`src/design/cqwa_pkg.sv`:
```
// Shared types and constants for the circular queue window average block.
// No dependencies.
`timescale 1ns / 1ps
`default_nettype none

package cqwa_pkg;

   localparam int SLOTS_DEF     = 8;
   localparam int ID_W          = 10;
   localparam int RATE_W        = 8;
   localparam int AVG_W         = 8;
   localparam int STATUS_W      = 2;
   localparam int DIV_BITS_STEP = 2;
   localparam int DIV_STEPS     = AVG_W / DIV_BITS_STEP;

   localparam logic MODE_INSERT = 1'b0;
   localparam logic MODE_REMOVE = 1'b1;

   localparam logic [STATUS_W-1:0] ST_INSERT = 2'd0;
   localparam logic [STATUS_W-1:0] ST_REMOVE = 2'd1;
   localparam logic [STATUS_W-1:0] ST_EMPTY  = 2'd2;

   typedef enum logic [2:0] {
      S_IDLE,
      S_EVICT,
      S_REMOVE,
      S_INSERT,
      S_DIVIDE
   } state_type;

endpackage

`default_nettype wire

```
`src/design/circular_queue_window_average.sv`:
```
// Top level: circular queue of identifier/rate words in one memory, with a running
// rate sum and the rounded mean after each insert. Depends on cqwa_pkg, cqwa_div.
//
// Issue a word with start while busy is low; exactly one result follows on the rsp_
// ports, shown for one cycle with rsp_valid, and must be taken then. A remove reads
// the head word from memory, then updates; a remove on an empty queue answers from
// the idle state without a memory read. An insert first reads the oldest word back
// for eviction when the queue is full; it then writes the word, and the divider for
// the mean retires two quotient bits per cycle. The mean is registered onto rsp_average.
`timescale 1ns / 1ps
`default_nettype none

module circular_queue_window_average #(
   parameter int SLOTS = cqwa_pkg::SLOTS_DEF
) (
   input  wire logic                          clock,
   input  wire logic                          reset,
   input  wire logic                          start,
   output logic                               busy,
   input  wire logic                          req_mode,
   input  wire logic [cqwa_pkg::ID_W-1:0]     req_item_id,
   input  wire logic [cqwa_pkg::RATE_W-1:0]   req_item_rate,
   output logic                               rsp_valid,
   output logic [cqwa_pkg::STATUS_W-1:0]      rsp_status,
   output logic                               rsp_evicted,
   output logic [cqwa_pkg::ID_W-1:0]          rsp_removed_id,
   output logic [cqwa_pkg::AVG_W-1:0]         rsp_average
);
   import cqwa_pkg::*;

   localparam int IW      = $clog2(SLOTS);
   localparam int CW      = $clog2(SLOTS);
   localparam int SW      = RATE_W + CW;
   localparam int DW      = CW + 1;
   localparam int ENTRY_W = ID_W + RATE_W;

   state_type state_ff, state_in;

   logic [IW-1:0]       head_ff, head_in;
   logic [IW-1:0]       tail_ff, tail_in;
   logic [CW-1:0]       count_ff, count_in;
   logic [SW-1:0]       sum_ff, sum_in;
   logic                mode_ff, mode_in;
   logic [ID_W-1:0]     id_ff, id_in;
   logic [RATE_W-1:0]   rate_ff, rate_in;
   logic                evict_ff, evict_in;

   logic                rsp_valid_ff, rsp_valid_in;
   logic [STATUS_W-1:0] rsp_status_ff, rsp_status_in;
   logic                rsp_evicted_ff, rsp_evicted_in;
   logic [ID_W-1:0]     rsp_removed_id_ff, rsp_removed_id_in;
   logic [AVG_W-1:0]    rsp_average_ff, rsp_average_in;

   logic [ENTRY_W-1:0]  mem [SLOTS];
   logic [ENTRY_W-1:0]  rd_data_ff;
   logic                mem_re, mem_we;
   logic [IW-1:0]       mem_waddr;
   logic [ENTRY_W-1:0]  mem_wdata;

   logic [RATE_W-1:0]   rd_rate;
   logic [ID_W-1:0]     rd_id;
   logic [IW-1:0]       head_next, tail_next;
   logic [SW-1:0]       sum_new;
   logic [CW-1:0]       count_new;
   logic [SW:0]         div_num;
   logic [DW-1:0]       div_den;
   logic                div_load, div_done;
   logic [AVG_W-1:0]    div_quo;
   logic                full, empty;

   assign rd_rate   = rd_data_ff[RATE_W-1:0];
   assign rd_id     = rd_data_ff[ENTRY_W-1:RATE_W];
   assign head_next = (head_ff == IW'(SLOTS - 1)) ? '0 : head_ff + 1'b1;
   assign tail_next = (tail_ff == IW'(SLOTS - 1)) ? '0 : tail_ff + 1'b1;
   assign full      = (count_ff == CW'(SLOTS - 1));
   assign empty     = (count_ff == '0);
   assign sum_new   = sum_ff + SW'(rate_ff);
   assign count_new = count_ff + 1'b1;
   assign div_num   = {sum_new, 1'b0} + (SW+1)'(count_new);
   assign div_den   = {count_new, 1'b0};

   always_ff @(posedge clock) begin
      if (mem_we) begin
         mem[mem_waddr] <= mem_wdata;
      end
      if (mem_re) begin
         rd_data_ff <= mem[head_ff];
      end
   end

   cqwa_div #(
      .DW(DW)
   ) u_div (
      .clock    (clock),
      .reset    (reset),
      .load     (div_load),
      .num      (div_num),
      .den      (div_den),
      .done     (div_done),
      .quotient (div_quo)
   );

   always_comb begin
      state_in          = state_ff;
      head_in           = head_ff;
      tail_in           = tail_ff;
      count_in          = count_ff;
      sum_in            = sum_ff;
      mode_in           = mode_ff;
      id_in             = id_ff;
      rate_in           = rate_ff;
      evict_in          = evict_ff;
      rsp_valid_in      = 1'b0;
      rsp_status_in     = rsp_status_ff;
      rsp_evicted_in    = rsp_evicted_ff;
      rsp_removed_id_in = rsp_removed_id_ff;
      rsp_average_in    = rsp_average_ff;
      mem_re            = 1'b0;
      mem_we            = 1'b0;
      mem_waddr         = tail_ff;
      mem_wdata         = {id_ff, rate_ff};
      div_load          = 1'b0;

      unique case (state_ff)
         S_IDLE: begin
            if (start) begin
               mode_in  = req_mode;
               id_in    = req_item_id;
               rate_in  = req_item_rate;
               evict_in = 1'b0;
               if (req_mode == MODE_REMOVE) begin
                  if (empty) begin
                     rsp_valid_in      = 1'b1;
                     rsp_status_in     = ST_EMPTY;
                     rsp_evicted_in    = 1'b0;
                     rsp_removed_id_in = '0;
                     rsp_average_in    = '0;
                  end else begin
                     mem_re   = 1'b1;
                     state_in = S_REMOVE;
                  end
               end else if (full) begin
                  mem_re   = 1'b1;
                  state_in = S_EVICT;
               end else begin
                  state_in = S_INSERT;
               end
            end
         end
         S_EVICT: begin
            sum_in   = sum_ff - SW'(rd_rate);
            head_in  = head_next;
            count_in = count_ff - 1'b1;
            evict_in = 1'b1;
            state_in = S_INSERT;
         end
         S_INSERT: begin
            mem_we   = 1'b1;
            tail_in  = tail_next;
            count_in = count_new;
            sum_in   = sum_new;
            div_load = 1'b1;
            state_in = S_DIVIDE;
         end
         S_DIVIDE: begin
            if (div_done) begin
               rsp_valid_in      = 1'b1;
               rsp_status_in     = ST_INSERT;
               rsp_evicted_in    = evict_ff;
               rsp_removed_id_in = '0;
               rsp_average_in    = div_quo;
               state_in          = S_IDLE;
            end
         end
         S_REMOVE: begin
            rsp_valid_in      = 1'b1;
            rsp_status_in     = ST_REMOVE;
            rsp_evicted_in    = 1'b0;
            rsp_removed_id_in = rd_id;
            rsp_average_in    = '0;
            sum_in            = sum_ff - SW'(rd_rate);
            head_in           = head_next;
            count_in          = count_ff - 1'b1;
            state_in          = S_IDLE;
         end
         default: begin
            state_in = S_IDLE;
         end
      endcase
   end

   always_ff @(posedge clock) begin
      if (reset) begin
         state_ff <= S_IDLE;
      end else begin
         state_ff <= state_in;
      end
   end

   always_ff @(posedge clock) begin
      if (reset) begin
         head_ff      <= '0;
         tail_ff      <= '0;
         count_ff     <= '0;
         sum_ff       <= '0;
         evict_ff     <= 1'b0;
         rsp_valid_ff <= 1'b0;
      end else begin
         head_ff      <= head_in;
         tail_ff      <= tail_in;
         count_ff     <= count_in;
         sum_ff       <= sum_in;
         evict_ff     <= evict_in;
         rsp_valid_ff <= rsp_valid_in;
      end
   end

   always_ff @(posedge clock) begin
      mode_ff           <= mode_in;
      id_ff             <= id_in;
      rate_ff           <= rate_in;
      rsp_status_ff     <= rsp_status_in;
      rsp_evicted_ff    <= rsp_evicted_in;
      rsp_removed_id_ff <= rsp_removed_id_in;
      rsp_average_ff    <= rsp_average_in;
   end

   assign busy           = (state_ff != S_IDLE);
   assign rsp_valid      = rsp_valid_ff;
   assign rsp_status     = rsp_status_ff;
   assign rsp_evicted    = rsp_evicted_ff;
   assign rsp_removed_id = rsp_removed_id_ff;
   assign rsp_average    = rsp_average_ff;

`ifndef SYNTHESIS
   a_count_bound: assert property (@(posedge clock) disable iff (reset)
      count_ff <= CW'(SLOTS - 1))
      else $error("held count above capacity");

   a_remove_count: assert property (@(posedge clock) disable iff (reset)
      state_ff == S_REMOVE |=> count_ff == $past(count_ff) - 1'b1)
      else $error("remove did not drop the count");

   a_div_done_state: assert property (@(posedge clock) disable iff (reset)
      div_done |-> state_ff == S_DIVIDE)
      else $error("divider finished outside the divide state");

   a_evict_status: assert property (@(posedge clock) disable iff (reset)
      rsp_valid_ff && rsp_evicted_ff |-> rsp_status_ff == ST_INSERT)
      else $error("eviction flagged on a non-insert result");

   a_insert_mode: assert property (@(posedge clock) disable iff (reset)
      state_ff == S_INSERT |-> mode_ff == MODE_INSERT)
      else $error("insert path entered on a remove word");
`endif

endmodule

`default_nettype wire

```
`src/design/cqwa_div.sv`:
```
// Iterative restoring divider, two quotient bits per cycle, for the rounded mean.
// Depends on cqwa_pkg.
`timescale 1ns / 1ps
`default_nettype none

module cqwa_div #(
   parameter int DW = 4
) (
   input  wire logic                            clock,
   input  wire logic                            reset,
   input  wire logic                            load,
   input  wire logic [DW+cqwa_pkg::AVG_W-1:0]   num,
   input  wire logic [DW-1:0]                   den,
   output logic                                 done,
   output logic [cqwa_pkg::AVG_W-1:0]           quotient
);
   import cqwa_pkg::*;

   localparam int STEP_W = (DIV_STEPS > 1) ? $clog2(DIV_STEPS) : 1;

   logic [DW-1:0]     rem_ff, rem_in;
   logic [AVG_W-1:0]  quo_ff, quo_in;
   logic [DW-1:0]     den_ff;
   logic [STEP_W-1:0] step_ff;
   logic              active_ff;
   logic              done_ff;

   // quotient fits AVG_W bits, so the upper numerator bits are already below den
   always_comb begin
      logic [DW:0]      t;
      logic [DW-1:0]    r;
      logic [AVG_W-1:0] q;
      r = rem_ff;
      q = quo_ff;
      for (int i = 0; i < DIV_BITS_STEP; i++) begin
         t = {r, q[AVG_W-1]};
         q = {q[AVG_W-2:0], 1'b0};
         if (t >= {1'b0, den_ff}) begin
            r    = DW'(t - {1'b0, den_ff});
            q[0] = 1'b1;
         end else begin
            r = t[DW-1:0];
         end
      end
      rem_in = r;
      quo_in = q;
   end

   always_ff @(posedge clock) begin
      if (reset) begin
         active_ff <= 1'b0;
         done_ff   <= 1'b0;
         step_ff   <= '0;
      end else begin
         done_ff <= 1'b0;
         if (load) begin
            active_ff <= 1'b1;
            step_ff   <= STEP_W'(DIV_STEPS - 1);
         end else if (active_ff) begin
            step_ff <= step_ff - 1'b1;
            if (step_ff == '0) begin
               active_ff <= 1'b0;
               done_ff   <= 1'b1;
            end
         end
      end
   end

   always_ff @(posedge clock) begin
      if (load) begin
         rem_ff <= num[DW+AVG_W-1:AVG_W];
         quo_ff <= num[AVG_W-1:0];
         den_ff <= den;
      end else if (active_ff) begin
         rem_ff <= rem_in;
         quo_ff <= quo_in;
      end
   end

   assign done     = done_ff;
   assign quotient = quo_ff;

endmodule

`default_nettype wire

```
`config.mk`:
```
export PLATFORM = sky130hd
export DESIGN_NAME = circular_queue_window_average
export DESIGN_NICKNAME = d
export VERILOG_FILES = /design/src/design/cqwa_pkg.sv /design/src/design/circular_queue_window_average.sv /design/src/design/cqwa_div.sv
export SDC_FILE = /design/constraint.sdc
export NUM_CORES = 1
export LEC_CHECK = 0
export BUFFER_PORTS_ARGS = -buffer_cell sky130_fd_sc_hd__buf_4
export CAP_MARGIN = 25
export CORE_MARGIN = 1.5
export CORE_UTILIZATION = 55
export CTS_BUF_LIST = sky130_fd_sc_hd__clkbuf_4
export DETAILED_ROUTE_END_ITERATION = 12
export GPL_TIMING_DRIVEN = 0
export PLACE_DENSITY = 0.72
export SLEW_MARGIN = 40
export SYNTH_ARGS = -nofsm -noshare
export SYNTH_HDL_FRONTEND = slang
export SYNTH_HIERARCHICAL = 1
export SYNTH_SLANG_ARGS = --single-unit
```
`constraint.sdc`:
```
create_clock -name clock -period 4.1 [get_ports clock]
set_input_delay 0.82 -clock clock [delete_from_list [all_inputs] [get_ports clock]]
set_output_delay 0.82 -clock clock [all_outputs]
set_load 0.005 [all_outputs]
```
# == Yosys cells after proc, flatten, opt, wreduce, memory -nomap -nowiden ==
# Memory sizes are Yosys's and may differ from the RTL's. A register that Yosys moved wholly into a read port is not among the register bits.
# Cells that the tools add are included.
# op_classes
bitwise_logic,1
addsub,10
n_mux,59
n_lt_le_gt_ge,2
eq_ne,12
reduce_logical,14
# op_table
op,n
8-bit two-way mux,6
10-bit two-way mux,4
10-bit one-hot mux with 3 select lines,1
8-bit one-hot mux with 3 select lines,1
1-bit two-way mux,23
11-bit one-hot mux with 2 select lines,1
3-bit two-way mux,6
4-bit two-way mux,4
2-bit two-way mux,7
12-bit by 3-bit adder with 12-bit output,1
"3-bit == test, second input constant",4
3-bit one-hot mux with 4 select lines,1
11-bit by 8-bit adder with 11-bit output,1
11-bit by 8-bit subtractor with 11-bit output,1
5-bit by 4-bit >= comparator with 1-bit output,2
"3-bit by 1-bit adder with 3-bit output, second input constant",3
4-bit subtractor,2
"3-bit by 2-bit == test with 1-bit output, second input constant",2
3-bit logical NOT,2
"2-bit != test, second input constant",3
1-bit one-hot mux with 3 select lines,2
2-bit one-hot mux with 3 select lines,1
3-bit one-hot mux with 2 select lines,1
2-bit nonzero test,3
14 further kinds,16
# word_totals
output_inout_bits,23
n_memories,1
regBits,83
ramBits,144
input_bits,22
# memory_table
name,words,width,read_ports,rd_clocked_by_memory_dff,wr,line_no,rtl
mem,8,18,1,1,1,circular_queue_window_average.sv:54,logic [ENTRY_W-1:0] mem [SLOTS];

# == Depth between registers and ports, before layout ==
# Gate-level depths: netlist (run 1).
# logic_depth
word_depth,6
mapped_depth,14

# == Modules after synthesis ==
# The synthesis (run 1) kept the hierarchy.
# by_module_without_submodules
mod,area_per_inst_um2,instances,cells_each
circular_queue_window_average,9590.4,1,597
cqwa_div,1257.5,1,106

# == Least setup slack after synthesis (run 1) ==
# No wires, ideal clock.
# synth_timing
kind,flip-flop to flip-flop
start,register state_ff[0]
end,memory mem[0][0] in the netlist's numbering (enable)
required_ns,3.661
setup_slack_ns,0.841
t_arrival_ns,2.820
stages_incl_launch_ff,7
synth_period_minus_slack_ns,3.259
path_cell_list,dfxtp_1 clkbuf_1 nor2_1 nor2_1 nand2_1 clkbuf_1 nor4_1
# synth_between
elab_chain_len,4
# synth_lines
item,line_no,rtl
from (decl),circular_queue_window_average.sv:37,"state_type state_ff, state_in;"
from (signal assigned),circular_queue_window_average.sv:196,state_ff <= state_in;
3-bit by 2-bit == test with 1-bit output,circular_queue_window_average.sv:124,unique case (state_ff)
1-bit two-way mux,circular_queue_window_average.sv:124,
1-bit two-way mux,circular_queue_window_average.sv:83,if (mem_we) begin
1-bit two-way mux (not written as such),circular_queue_window_average.sv:84,mem[mem_waddr] <= mem_wdata;
to (decl),circular_queue_window_average.sv:54,
# No other way between the ends.

# == Worst setup path after layout (run 1) ==
# layout_timing
start,register rate_ff[0]
end,register u_div.rem_ff[1] (data pin)
# layout_between
elab_chain_len,3
# layout_lines
item,line_no,rtl
from (decl),circular_queue_window_average.sv:45,"logic [RATE_W-1:0] rate_ff, rate_in;"
from (signal assigned),circular_queue_window_average.sv:221,rate_ff <= rate_in;
11-bit by 8-bit adder with 11-bit output,circular_queue_window_average.sv:77,assign sum_new = sum_ff + SW'(rate_ff);
12-bit by 3-bit adder with 12-bit output,circular_queue_window_average.sv:79,"assign div_num = {sum_new, 1'b0} + (SW+1)'(count_new);"
via div_num[9],circular_queue_window_average.sv:65,logic [SW:0] div_num;
4-bit two-way mux,cqwa_div.sv:70,if (load) begin
to (signal assigned),cqwa_div.sv:71,rem_ff <= num[DW+AVG_W-1:AVG_W];
to (signal assigned),cqwa_div.sv:75,rem_ff <= rem_in;
to (decl),cqwa_div.sv:21,"logic [DW-1:0] rem_ff, rem_in;"
# The timed path passes the listed nets, and every way through them passes these cells.
# A chain may end at the register's enable or synchronous reset.

==> run_results.csv, run 1 <==
group,metric,value,unit
final_layout,fin_util,64.7,%
clocking,cts_resized,0,
sta,final.setup.worst_slack,0.515,ns
setup_path,crit_required,4.50,ns
logic_synthesis,avgSynthCellArea,15.4,um^2
detailed_routing,final_antenna_net_count,0,
logic_synthesis,yosys_warnings,6,
floorplan,start_util,55.9,%
floorplan,die_h,143,um
logic_synthesis,yosysTopAreaCellShare,60.1,%
setup_path,cp-end-kind,"flop",
sta,slew_viol_final,0,
clocking,cts_buffers,59,
clocking,clk_latency,0.66,ns
logic_synthesis,synth_cell_types,71,
logic_synthesis,yosysTopAreaCell,"edfxtp_1",
detailed_routing,drt-initial-drc-count,376,
floorplan,num_rows,51,
sta,finalSetupViolCount,0,
clocking,post_cts_buffers,0,
global_route,grt_usage,22.3,%
logic_synthesis,synth-edff-count,217,
hold_path,holdCritPathClass,"primary input to flop",
detailed_routing,routedWlPerCell,19.4,um
sta,relSlewSlack,44.0,%
pwr,peakVddDrop,0.000381,V
setup_path,crit_fanout,9,
hold_path,worstHoldPathCells,1,
final_layout,synthToLayoutAreaGrowth,15.7,%
setup_path,r2r_cells,10,
global_route,grt_antenna_before_repair,0,
global_route,first_global_vias,6635,
job,maxCapViolCount,0,
status,outcome,"complete, no violations",
placed_design,pre_cts_ws,0.527,ns
placed_design,gp_congestion,0.821,
floorplan,die_area,20600,um^2
placed_design,dp_cells,1038,
clocking,cts_num_sinks,246,
detailed_routing,vias,6480,
final_layout,final_cell_mix,"edfxtp_1, clkbuf_4, buf_4",
floorplan,die-width,143,um
clocking,cts_buffer_depth,3,
clocking,cts_tree,"built",
global_route,grt_pass1_wl,34500,um
final_layout,final_cells,1140,
sta,hold_viol,0,
hold_path,hold_path_end,"id_ff[5]",
setup_path,critical_path_class,"flop to flop",
final_layout,layout-drive-gt1-share,29.3,%
logic_synthesis,async_reset_ff_share,0,%
placed_design,portBuffers,44,
logic_synthesis,synth_nets,765,
logic_synthesis,postSynthCellCount,703,
setup_path,start_kind,"flop",
final_layout,final_common_cell,"edfxtp_1",
hold_path,min-delay-start,"req_item_id[5]",
sta,tightest_slew,0.840,ns
clocking,clkTransAtPathRegs,0.07,ns
detailed_routing,drc_errors,0,
setup_path,worstReg2RegStart,"rate_ff[0]",
detailed_routing,wl,22100,um
sta,period_minus_slack,3.59,ns
global_route,grt.overflow.total,0,
sta,fin_skew,0.0644,ns
floorplan,core_area,19400,um^2
final_layout,diodes,0,
placed_design,hpwlAfterDp,15400,um
sta,fmax,279,MHz
detailed_routing,firstDrtPassIters,4,
logic_synthesis,synth-seq-cells,246,
setup_path,r2r_slack,0.51,ns
detailed_routing,viasPerCell,5.68,
global_route,grt_max_degree,17,
sta,fin_crit_sh,87.4,%
clocking,cts_max_level,2,
logic_synthesis,synth_area,10800,um^2
clocking,hold_buffers,0,
logic_synthesis,synthFlopType,"edfxtp_1",
logic_synthesis,synthTopCellsByArea,"edfxtp_1, mux4_2, dfxtp_1, ha_1, mux2_2",
clocking,root_buffer,"clkbuf_4",
setup_path,r2r_end,"u_div/rem_ff[1]",
sta,fin_hold_ws,0.342,ns
sta,rsz0062_at_grt,"no",
logic_synthesis,ys_seq_area_share,65.4,%
setup_path,worst-endpoint-arrival,3.99,ns
floorplan,pin_count,45,
pwr,power.leakage,4.50,nW
final_layout,nets,896,
pwr,power_density,622,nW/um^2
-- critical path: stages (launching register included) --
cell      delay, ns
edfxtp_1       0.52
ha_1           0.29
fa_1           0.59
inv_1          0.08
fa_1           0.45
a211o_1        0.26
nor4_1         0.26
and4b_1        0.32
xnor2_1        0.09
and2_1         0.16
a311o_1        0.32
-- registers in the layout, indices dropped and copies added, names as in the netlist, 2 cells and up --
register,cells
sum_ff,11
rsp_removed_id,10
u_div/rem_ff,4
id_ff,10
rd_data_ff,18
u_div/den_ff,4
mem_waddr,3
head_ff,3
rsp_status,2
rate_ff,8
u_div/quotient,8
mem,144
state_ff,3
rsp_average,8
u_div/step_ff,2
count_ff,3
-- logic make-up (layout without fill, tap and decap cells) --
family,count (synthesis),in the layout,synth area share [%]
flip-flops,246,246,65.4
AND/OR/NAND/NOR,162,162,7.76
AO/OA/AOI/OAI,99,99,7.01
multiplexers,67,67,10.7
buffers and inverters,67,239,2.39
adder cells (fa/ha/maj),40,40,4.96
XOR/XNOR,21,21,1.70
other,1,1,0.0346
-- worst max-delay path by stage --
stage	to	startpoint
2_1_floorplan	mem[0][0]	state_ff[0]
3_3_place_gp	mem[0][1]	state_ff[1]
3_5_place_dp	u_div/rem_ff[1]	rate_ff[0]
4_1_cts	u_div/rem_ff[1]	rate_ff[0]
5_1_grt	u_div/rem_ff[3]	rate_ff[0]
6_report	u_div/rem_ff[1]	rate_ff[0]
-- layer usage --
metal	global-route usage (%)	vias up	share of wire, %
li1	-	3008	-
met1	29.2	3207	43
met2	37.4	230	49
met3	4.77	35	6.0
met4	6.55	0	1.4
met5	0	-	0
-- synth_stat cells, types with 3 or more instances --
library cell	count
edfxtp_1	217
nor2b_1	8
or2_2	4
mux4_2	36
dfxtp_1	29
mux2_1	3
a21oi_1	23
a211o_1	3
o21ai_1	6
nand3b_1	5
nand2_1	24
nor3b_1	4
inv_1	38
fa_1	5
buf_2	3
ha_1	35
nor4_1	5
clkbuf_1	24
xor2_1	9
o21a_1	7
xnor2_1	12
and2_1	12
nand2b_1	7
o211ai_1	3
mux2_2	27
nor3_1	17
nor2_1	52
o21ai_0	9
a31oi_1	4
nand3_1	3
and3_1	10
a211oi_1	12
-- cell type report --
type                    instances  area [um^2]
plain buffers                  29          118
fillers                      1425         6850
clock buffers                  84          631
multi-input cells             390         3560
clock inverters                18         75.1
inverters                      38          143
well taps                     265          332
repair buffers                 70          589
flip-flops and latches        246         7100
-- where the power goes --
part | switching (mW) | internal (mW) | total (mW)
combinational | 1.42 | 1.17 | 2.59
sequential | 0.199 | 3.18 | 3.37
clock | 0.902 | 0.938 | 1.84
total | 2.52 | 5.28 | 7.80
-- per-stage QoR --
stage	cell area (um^2)	power (mW)	setup TNS [ns]
after floorplan	10800	5.28	0
after global placement	11500	5.84	-42.84
after detailed placement	11800	6.00	0
after CTS	12500	7.85	0
after global routing	12500	8.25	0
final	12500	7.80	0
Power figures use the tool's default switching activity.
==> inputs of run 2 (changes only) <==
Settings changed: CORE_ASPECT_RATIO set to 1.75.
==> run_results.csv, run 2 (synthesized netlist as in run 1, its figures left out) <==
group,metric,value,unit
status,outcome,"complete, no violations",
placed_design,dp_cells,1014,
final_layout,fillers,1397,
final_layout,layout-drive-gt1-share,29.1,%
setup_path,critical_path_class,"flop to flop",
sta,slew_viol_final,0,
setup_path,cpMostUsedCell,"fa_1",
clocking,cts_buffer_depth,3,
final_layout,largest_reg_flops,144,
global_route,grt_max_degree,17,
placed_design,gp_congestion,0.884,
sta,rsz0062_at_grt,"no",
setup_path,path_cells,"ha_1 > fa_1 > inv_1 > fa_1 > a211o_1 > nor4_1 > and4b_1 > xnor2_1 > and2_1 > a311o_1",
sta,fin_skew,0.0332,ns
setup_path,crit_family,"adder cells",
floorplan,die_area,20600,um^2
clocking,cts_num_sinks,246,
final_layout,top_register,"mem",
final_layout,final_cells,1101,
clocking,root_buffer,"clkbuf_4",
floorplan,die-width,109,um
detailed_routing,vias,6407,
final_layout,final_common_cell,"edfxtp_1",
final_layout,reg_top3,"mem x144, rd_data_ff x18, sum_ff x11",
final_layout,final_cell_mix,"edfxtp_1, clkbuf_4, buf_4",
pwr,power_density,627,nW/um^2
sta,hold_viol,0,
clocking,cts_resized,0,
clocking,hold_buffers,0,
detailed_routing,routedWlPerCell,20.7,um
final_layout,synthToLayoutAreaGrowth,14.5,%
clocking,post_cts_buffers,0,
sta,fin_crit_sh,91.2,%
global_route,first_global_vias,6762,
floorplan,start_util,56.3,%
global_route,grt.overflow.total,0,
detailed_routing,firstDrtPassIters,4,
setup_path,crit_path_top_delay_cell,"fa_1",
detailed_routing,drc_errors,0,
detailed_routing,wl,22700,um
sta,relSlewSlack,49.0,%
sta,finalSetupViolCount,0,
job,maxCapViolCount,0,
detailed_routing,final_antenna_net_count,0,
pwr,totalPowerFinal,7.79,mW
floorplan,core_area,19300,um^2
clocking,clk_latency,0.68,ns
setup_path,cp-end-kind,"flop",
sta,final.setup.worst_slack,0.363,ns
clocking,clkTransAtPathRegs,0.07,ns
sta,tightest_slew,0.765,ns
global_route,grt_pass1_wl,34400,um
global_route,grt_usage,23.0,%
detailed_routing,drt-initial-drc-count,294,
global_route,grt_antenna_before_repair,1,
final_layout,fin_util,64.4,%
placed_design,post_dp_cell_area,11800,um^2
floorplan,num_rows,67,
setup_path,critPathBufInv,1,
placed_design,pre_cts_ws,0.446,ns
hold_path,holdCritPathClass,"primary input to flop",
pwr,power.leakage,4.46,nW
final_layout,nets,889,
setup_path,worst-endpoint-arrival,4.14,ns
setup_path,crit_required,4.50,ns
sta,period_minus_slack,3.74,ns
floorplan,pin_count,45,
placed_design,hpwlAfterDp,16300,um
detailed_routing,viasPerCell,5.82,
clocking,cts_max_level,2,
sta,fmax,268,MHz
final_layout,design_area,12400,um^2
clocking,cts_tree,"built",
placed_design,portBuffers,44,
setup_path,start_kind,"flop",
setup_path,cp_slowest_stage_delay,0.59,ns
setup_path,crit_fanout,9,
floorplan,die_h,189,um
pwr,peakVddDrop,0.000501,V
clocking,cts_buffers,52,
==> run 2: cell count changes in the layout (fill, tap and decap cells not counted), moves of 2 or more <==
cell      delta
clkinv_2     +3
buf_8        +2
buf_2        +7
buf_16       -2
clkbuf_4    -10
clkinv_1    -10
buf_4        -8
==> run 2: metal layers <==
layer	global-route usage (%)	vias to the layer above	share of wire, %
met5	0	-	0
met1	22.8	3188	35
li1	-	2983	-
met2	43.2	175	57
met3	3.63	61	3.0
met4	13.5	0	4.9
==> run 2: power breakdown <==
part           leakage, nW  switching (mW)  total (mW)  internal (mW)
registers             2.22           0.189        3.36           3.17
logic                 1.85            1.49        2.66           1.16
clock network        0.384           0.872        1.77          0.897
==> run 2: final timing paths <==
| check | slack (ns) | cells past startpoint | startpoint | endpoint |
|---|---|---|---|---|
| worst min-delay path | 0.31 | 1 | req_item_id[1] | id_ff[1] |
| worst min register to register | 0.50 | 2 | sum_ff[7] | sum_ff[7] |
| worst max-delay path | 0.36 | 10 | rate_ff[0] | u_div/rem_ff[1] |
| worst max register to register | 0.36 | 10 | rate_ff[0] | u_div/rem_ff[1] |
==> run 2: worst register-to-register path, cell delays in order (launching register included) <==
cell      delay [ns]
edfxtp_1        0.54
ha_1            0.30
fa_1            0.59
inv_1           0.08
fa_1            0.42
a211o_1         0.27
nor4_1          0.37
and4b_1         0.35
xnor2_1         0.09
and2_1          0.17
a311o_1         0.32
==> run 2: cell type report <==
type	count	area, um^2	area share, %
diodes	1	2.50	0.0201
multi-input cells	390	3560	28.7
clock buffers	74	556	4.47
repair buffers	70	551	4.43
flip-flops and latches	246	7100	57.1
clock inverters	12	91.3	0.735
plain buffers	29	118	0.947
inverters	38	143	1.15
well taps	241	302	2.43
==> run 2: metrics by stage <==
stage	hold slack [ns]	TNS [ns]
6_report	0.313	0
5_1_grt	0.254	0
4_1_cts	0.244	0
3_5_place_dp	0.480	0
3_3_place_gp	0.472	-39.05
2_1_floorplan	0.454	0
==> inputs of run 3 (changes only) <==
Settings changed: PLACE_DENSITY 0.72 to 0.81, SYNTH_HIERARCHICAL 1 to not set.
==> run_results.csv, run 3 <==
group,metric,value,unit
status,outcome,"complete, no violations",
final_layout,reg_top3,"mem x144, rd_data_ff x18, sum_ff x11",
global_route,grt_pass1_wl,35900,um
setup_path,crit_fanout,5,
clocking,clkTransAtPathRegs,0.07,ns
setup_path,critical_path_class,"flop to flop",
final_layout,final_common_cell,"edfxtp_1",
setup_path,endpoint,"u_div.rem_ff[1]",
global_route,grt_usage,23.9,%
detailed_routing,wl,22900,um
job,maxCapViolCount,0,
clocking,cts_buffer_depth,3,
placed_design,portBuffers,44,
clocking,cts_resized,0,
global_route,grt.overflow.total,0,
setup_path,r2r_slack,0.54,ns
hold_path,worstHoldPathCells,1,
setup_path,start_kind,"flop",
clocking,cts_num_sinks,245,
detailed_routing,routedWlPerCell,21.1,um
clocking,post_cts_buffers,0,
detailed_routing,drc_errors,0,
floorplan,start_util,55.6,%
logic_synthesis,synth_top_family_by_area,"multiplexers",
floorplan,core_area,19000,um^2
clocking,cts_tree,"built",
sta,setup-tns-final,0,ns
detailed_routing,final_antenna_net_count,0,
clocking,clk_latency,0.69,ns
detailed_routing,viasPerCell,5.88,
logic_synthesis,synthTopCellsByArea,"edfxtp_1, mux4_2, dfxtp_1, ha_1, mux2_2",
sta,finalSetupViolCount,0,
logic_synthesis,synth-compound-area-share,5.98,%
final_layout,layout-drive-gt1-share,28.8,%
sta,period_minus_slack,3.56,ns
final_layout,final_cell_mix,"edfxtp_1, clkbuf_4, buf_4",
logic_synthesis,yosysMostFrequentCell,"edfxtp_1",
final_layout,nets,866,
logic_synthesis,ys_seq_area_share,66.8,%
floorplan,die_area,20100,um^2
setup_path,cp-end-kind,"flop",
clocking,hold_buffers,0,
global_route,first_global_vias,6779,
detailed_routing,vias,6397,
logic_synthesis,avgSynthCellArea,15.6,um^2
placed_design,hpwlAfterDp,16500,um
setup_path,r2r_end,"u_div.rem_ff[1]",
sta,fin_crit_sh,86.9,%
logic_synthesis,yosys_warnings,0,
logic_synthesis,synthAdderAreaFrac,4.85,%
detailed_routing,drt-initial-drc-count,417,
global_route,grt_max_degree,17,
logic_synthesis,synth_commonest_cells,"edfxtp_1, nor2_1, mux4_2",
pwr,power.leakage,4.40,nW
logic_synthesis,synth-seq-cells,245,
clocking,cts_buffers,50,
logic_synthesis,synthMuxAreaShare,10.5,%
sta,rsz0062_at_grt,"no",
setup_path,r2r_cells,14,
sta,hold_viol,0,
setup_path,critPathLaunch,"u_div.rem_ff[0]",
sta,tightest_slew,0.820,ns
hold_path,holdCritPathClass,"primary input to flop",
clocking,cts_max_level,2,
sta,fin_hold_ws,0.337,ns
detailed_routing,firstDrtPassIters,5,
global_route,grt_antenna_before_repair,1,
logic_synthesis,yosysTopAreaCellShare,61.3,%
logic_synthesis,synth_nets,740,
setup_path,worst-endpoint-arrival,4.00,ns
setup_path,worstReg2RegStart,"u_div.rem_ff[0]",
logic_synthesis,synth-xor-area-share,1.99,%
final_layout,largest_reg_flops,144,
logic_synthesis,synth_cell_types,66,
pwr,power_density,610,nW/um^2
logic_synthesis,synth-simple-area-share,7.54,%
placed_design,gp_congestion,0.891,
final_layout,synthToLayoutAreaGrowth,15.1,%
logic_synthesis,synth-edff-count,216,
logic_synthesis,yosysTopAreaCell,"edfxtp_1",
clocking,root_buffer,"clkbuf_4",
final_layout,top_register,"mem",
final_layout,fin_util,64.0,%
floorplan,die-width,108,um
sta,fin_skew,0.0680,ns
floorplan,num_rows,67,
logic_synthesis,async_reset_ff_share,0,%
sta,slew_viol_final,0,
logic_synthesis,synthFlopType,"edfxtp_1",
sta,fmax,281,MHz
logic_synthesis,postSynthCellCount,680,
floorplan,die_h,186,um
floorplan,pin_count,45,
sta,relSlewSlack,45.4,%
logic_synthesis,synth_area,10600,um^2
pwr,peakVddDrop,0.000381,V
setup_path,crit_required,4.53,ns
## run 3: how the worst min path moves through the flow
stage                         start          to  slack [ns]
finish               req_item_id[4]    id_ff[4]        0.34
global route         req_item_id[5]    id_ff[5]        0.29
CTS                  req_item_id[4]    id_ff[4]        0.29
detailed placement  u_div.active_ff  u_div.done        0.50
global placement           evict_ff    evict_ff        0.49
floorplan                  evict_ff    evict_ff        0.46
## run 3: worst max-delay path, stage by stage (launching register included)
cell and delay, ns:
edfxtp_1 0.39, inv_1 0.08, ha_1 0.15, inv_1 0.05, fa_1 0.41, a31o_2 0.23
a211o_1 0.38, nor2_1 0.12, a21oi_1 0.09, fa_1 0.46, o21bai_1 0.19, a21oi_1 0.16
nand2_1 0.17, mux2i_1 0.17, mux2_2 0.26
## run 3: area by class of cell
type                    count  area [um^2]
flip-flops and latches    245         7070
fillers                  1284         6850
multi-input cells         371         3330
repair buffers             74          561
clock buffers              71          533
well taps                 241          302
clock inverters            21          135
plain buffers              32          134
inverters                  32          120
diodes                      1         2.50
## run 3: routing by layer
layer	track usage (%)	wire [um]
met1	25.4	7830
met2	44.0	12800
met3	4.33	1300
met4	12.2	1010
met5	0	0
## run 3: power breakdown
group / switching, mW / internal, mW
Combinational: 1.31 / 0.970
Sequential: 0.193 / 3.15
Clock: 0.885 / 0.930
Total: 2.38 / 5.05
## run 3: metrics by stage
| stage | power, mW | cells | setup slack (ns) | instance area [um^2] |
|---|---|---|---|---|
| 2_1_floorplan | 4.90 | 680 | 0.371 | 10600 |
| 3_3_place_gp | 5.44 | 965 | -1.79 | 11200 |
| 3_5_place_dp | 5.63 | 995 | 0.580 | 11500 |
| 4_1_cts | 7.45 | 1087 | 0.566 | 12200 |
| 5_1_grt | 7.80 | 1088 | 0.350 | 12200 |
| 6_report | 7.43 | 1088 | 0.536 | 12200 |
## run 3: cell families after synthesis
| logic type | count (synthesis) |
|---|---|
| xor+xnor | 24 |
| mux | 63 |
| compound gates | 93 |
| buf+inv | 64 |
| fa+ha+maj | 38 |
| simple gates | 153 |
| flops | 245 |
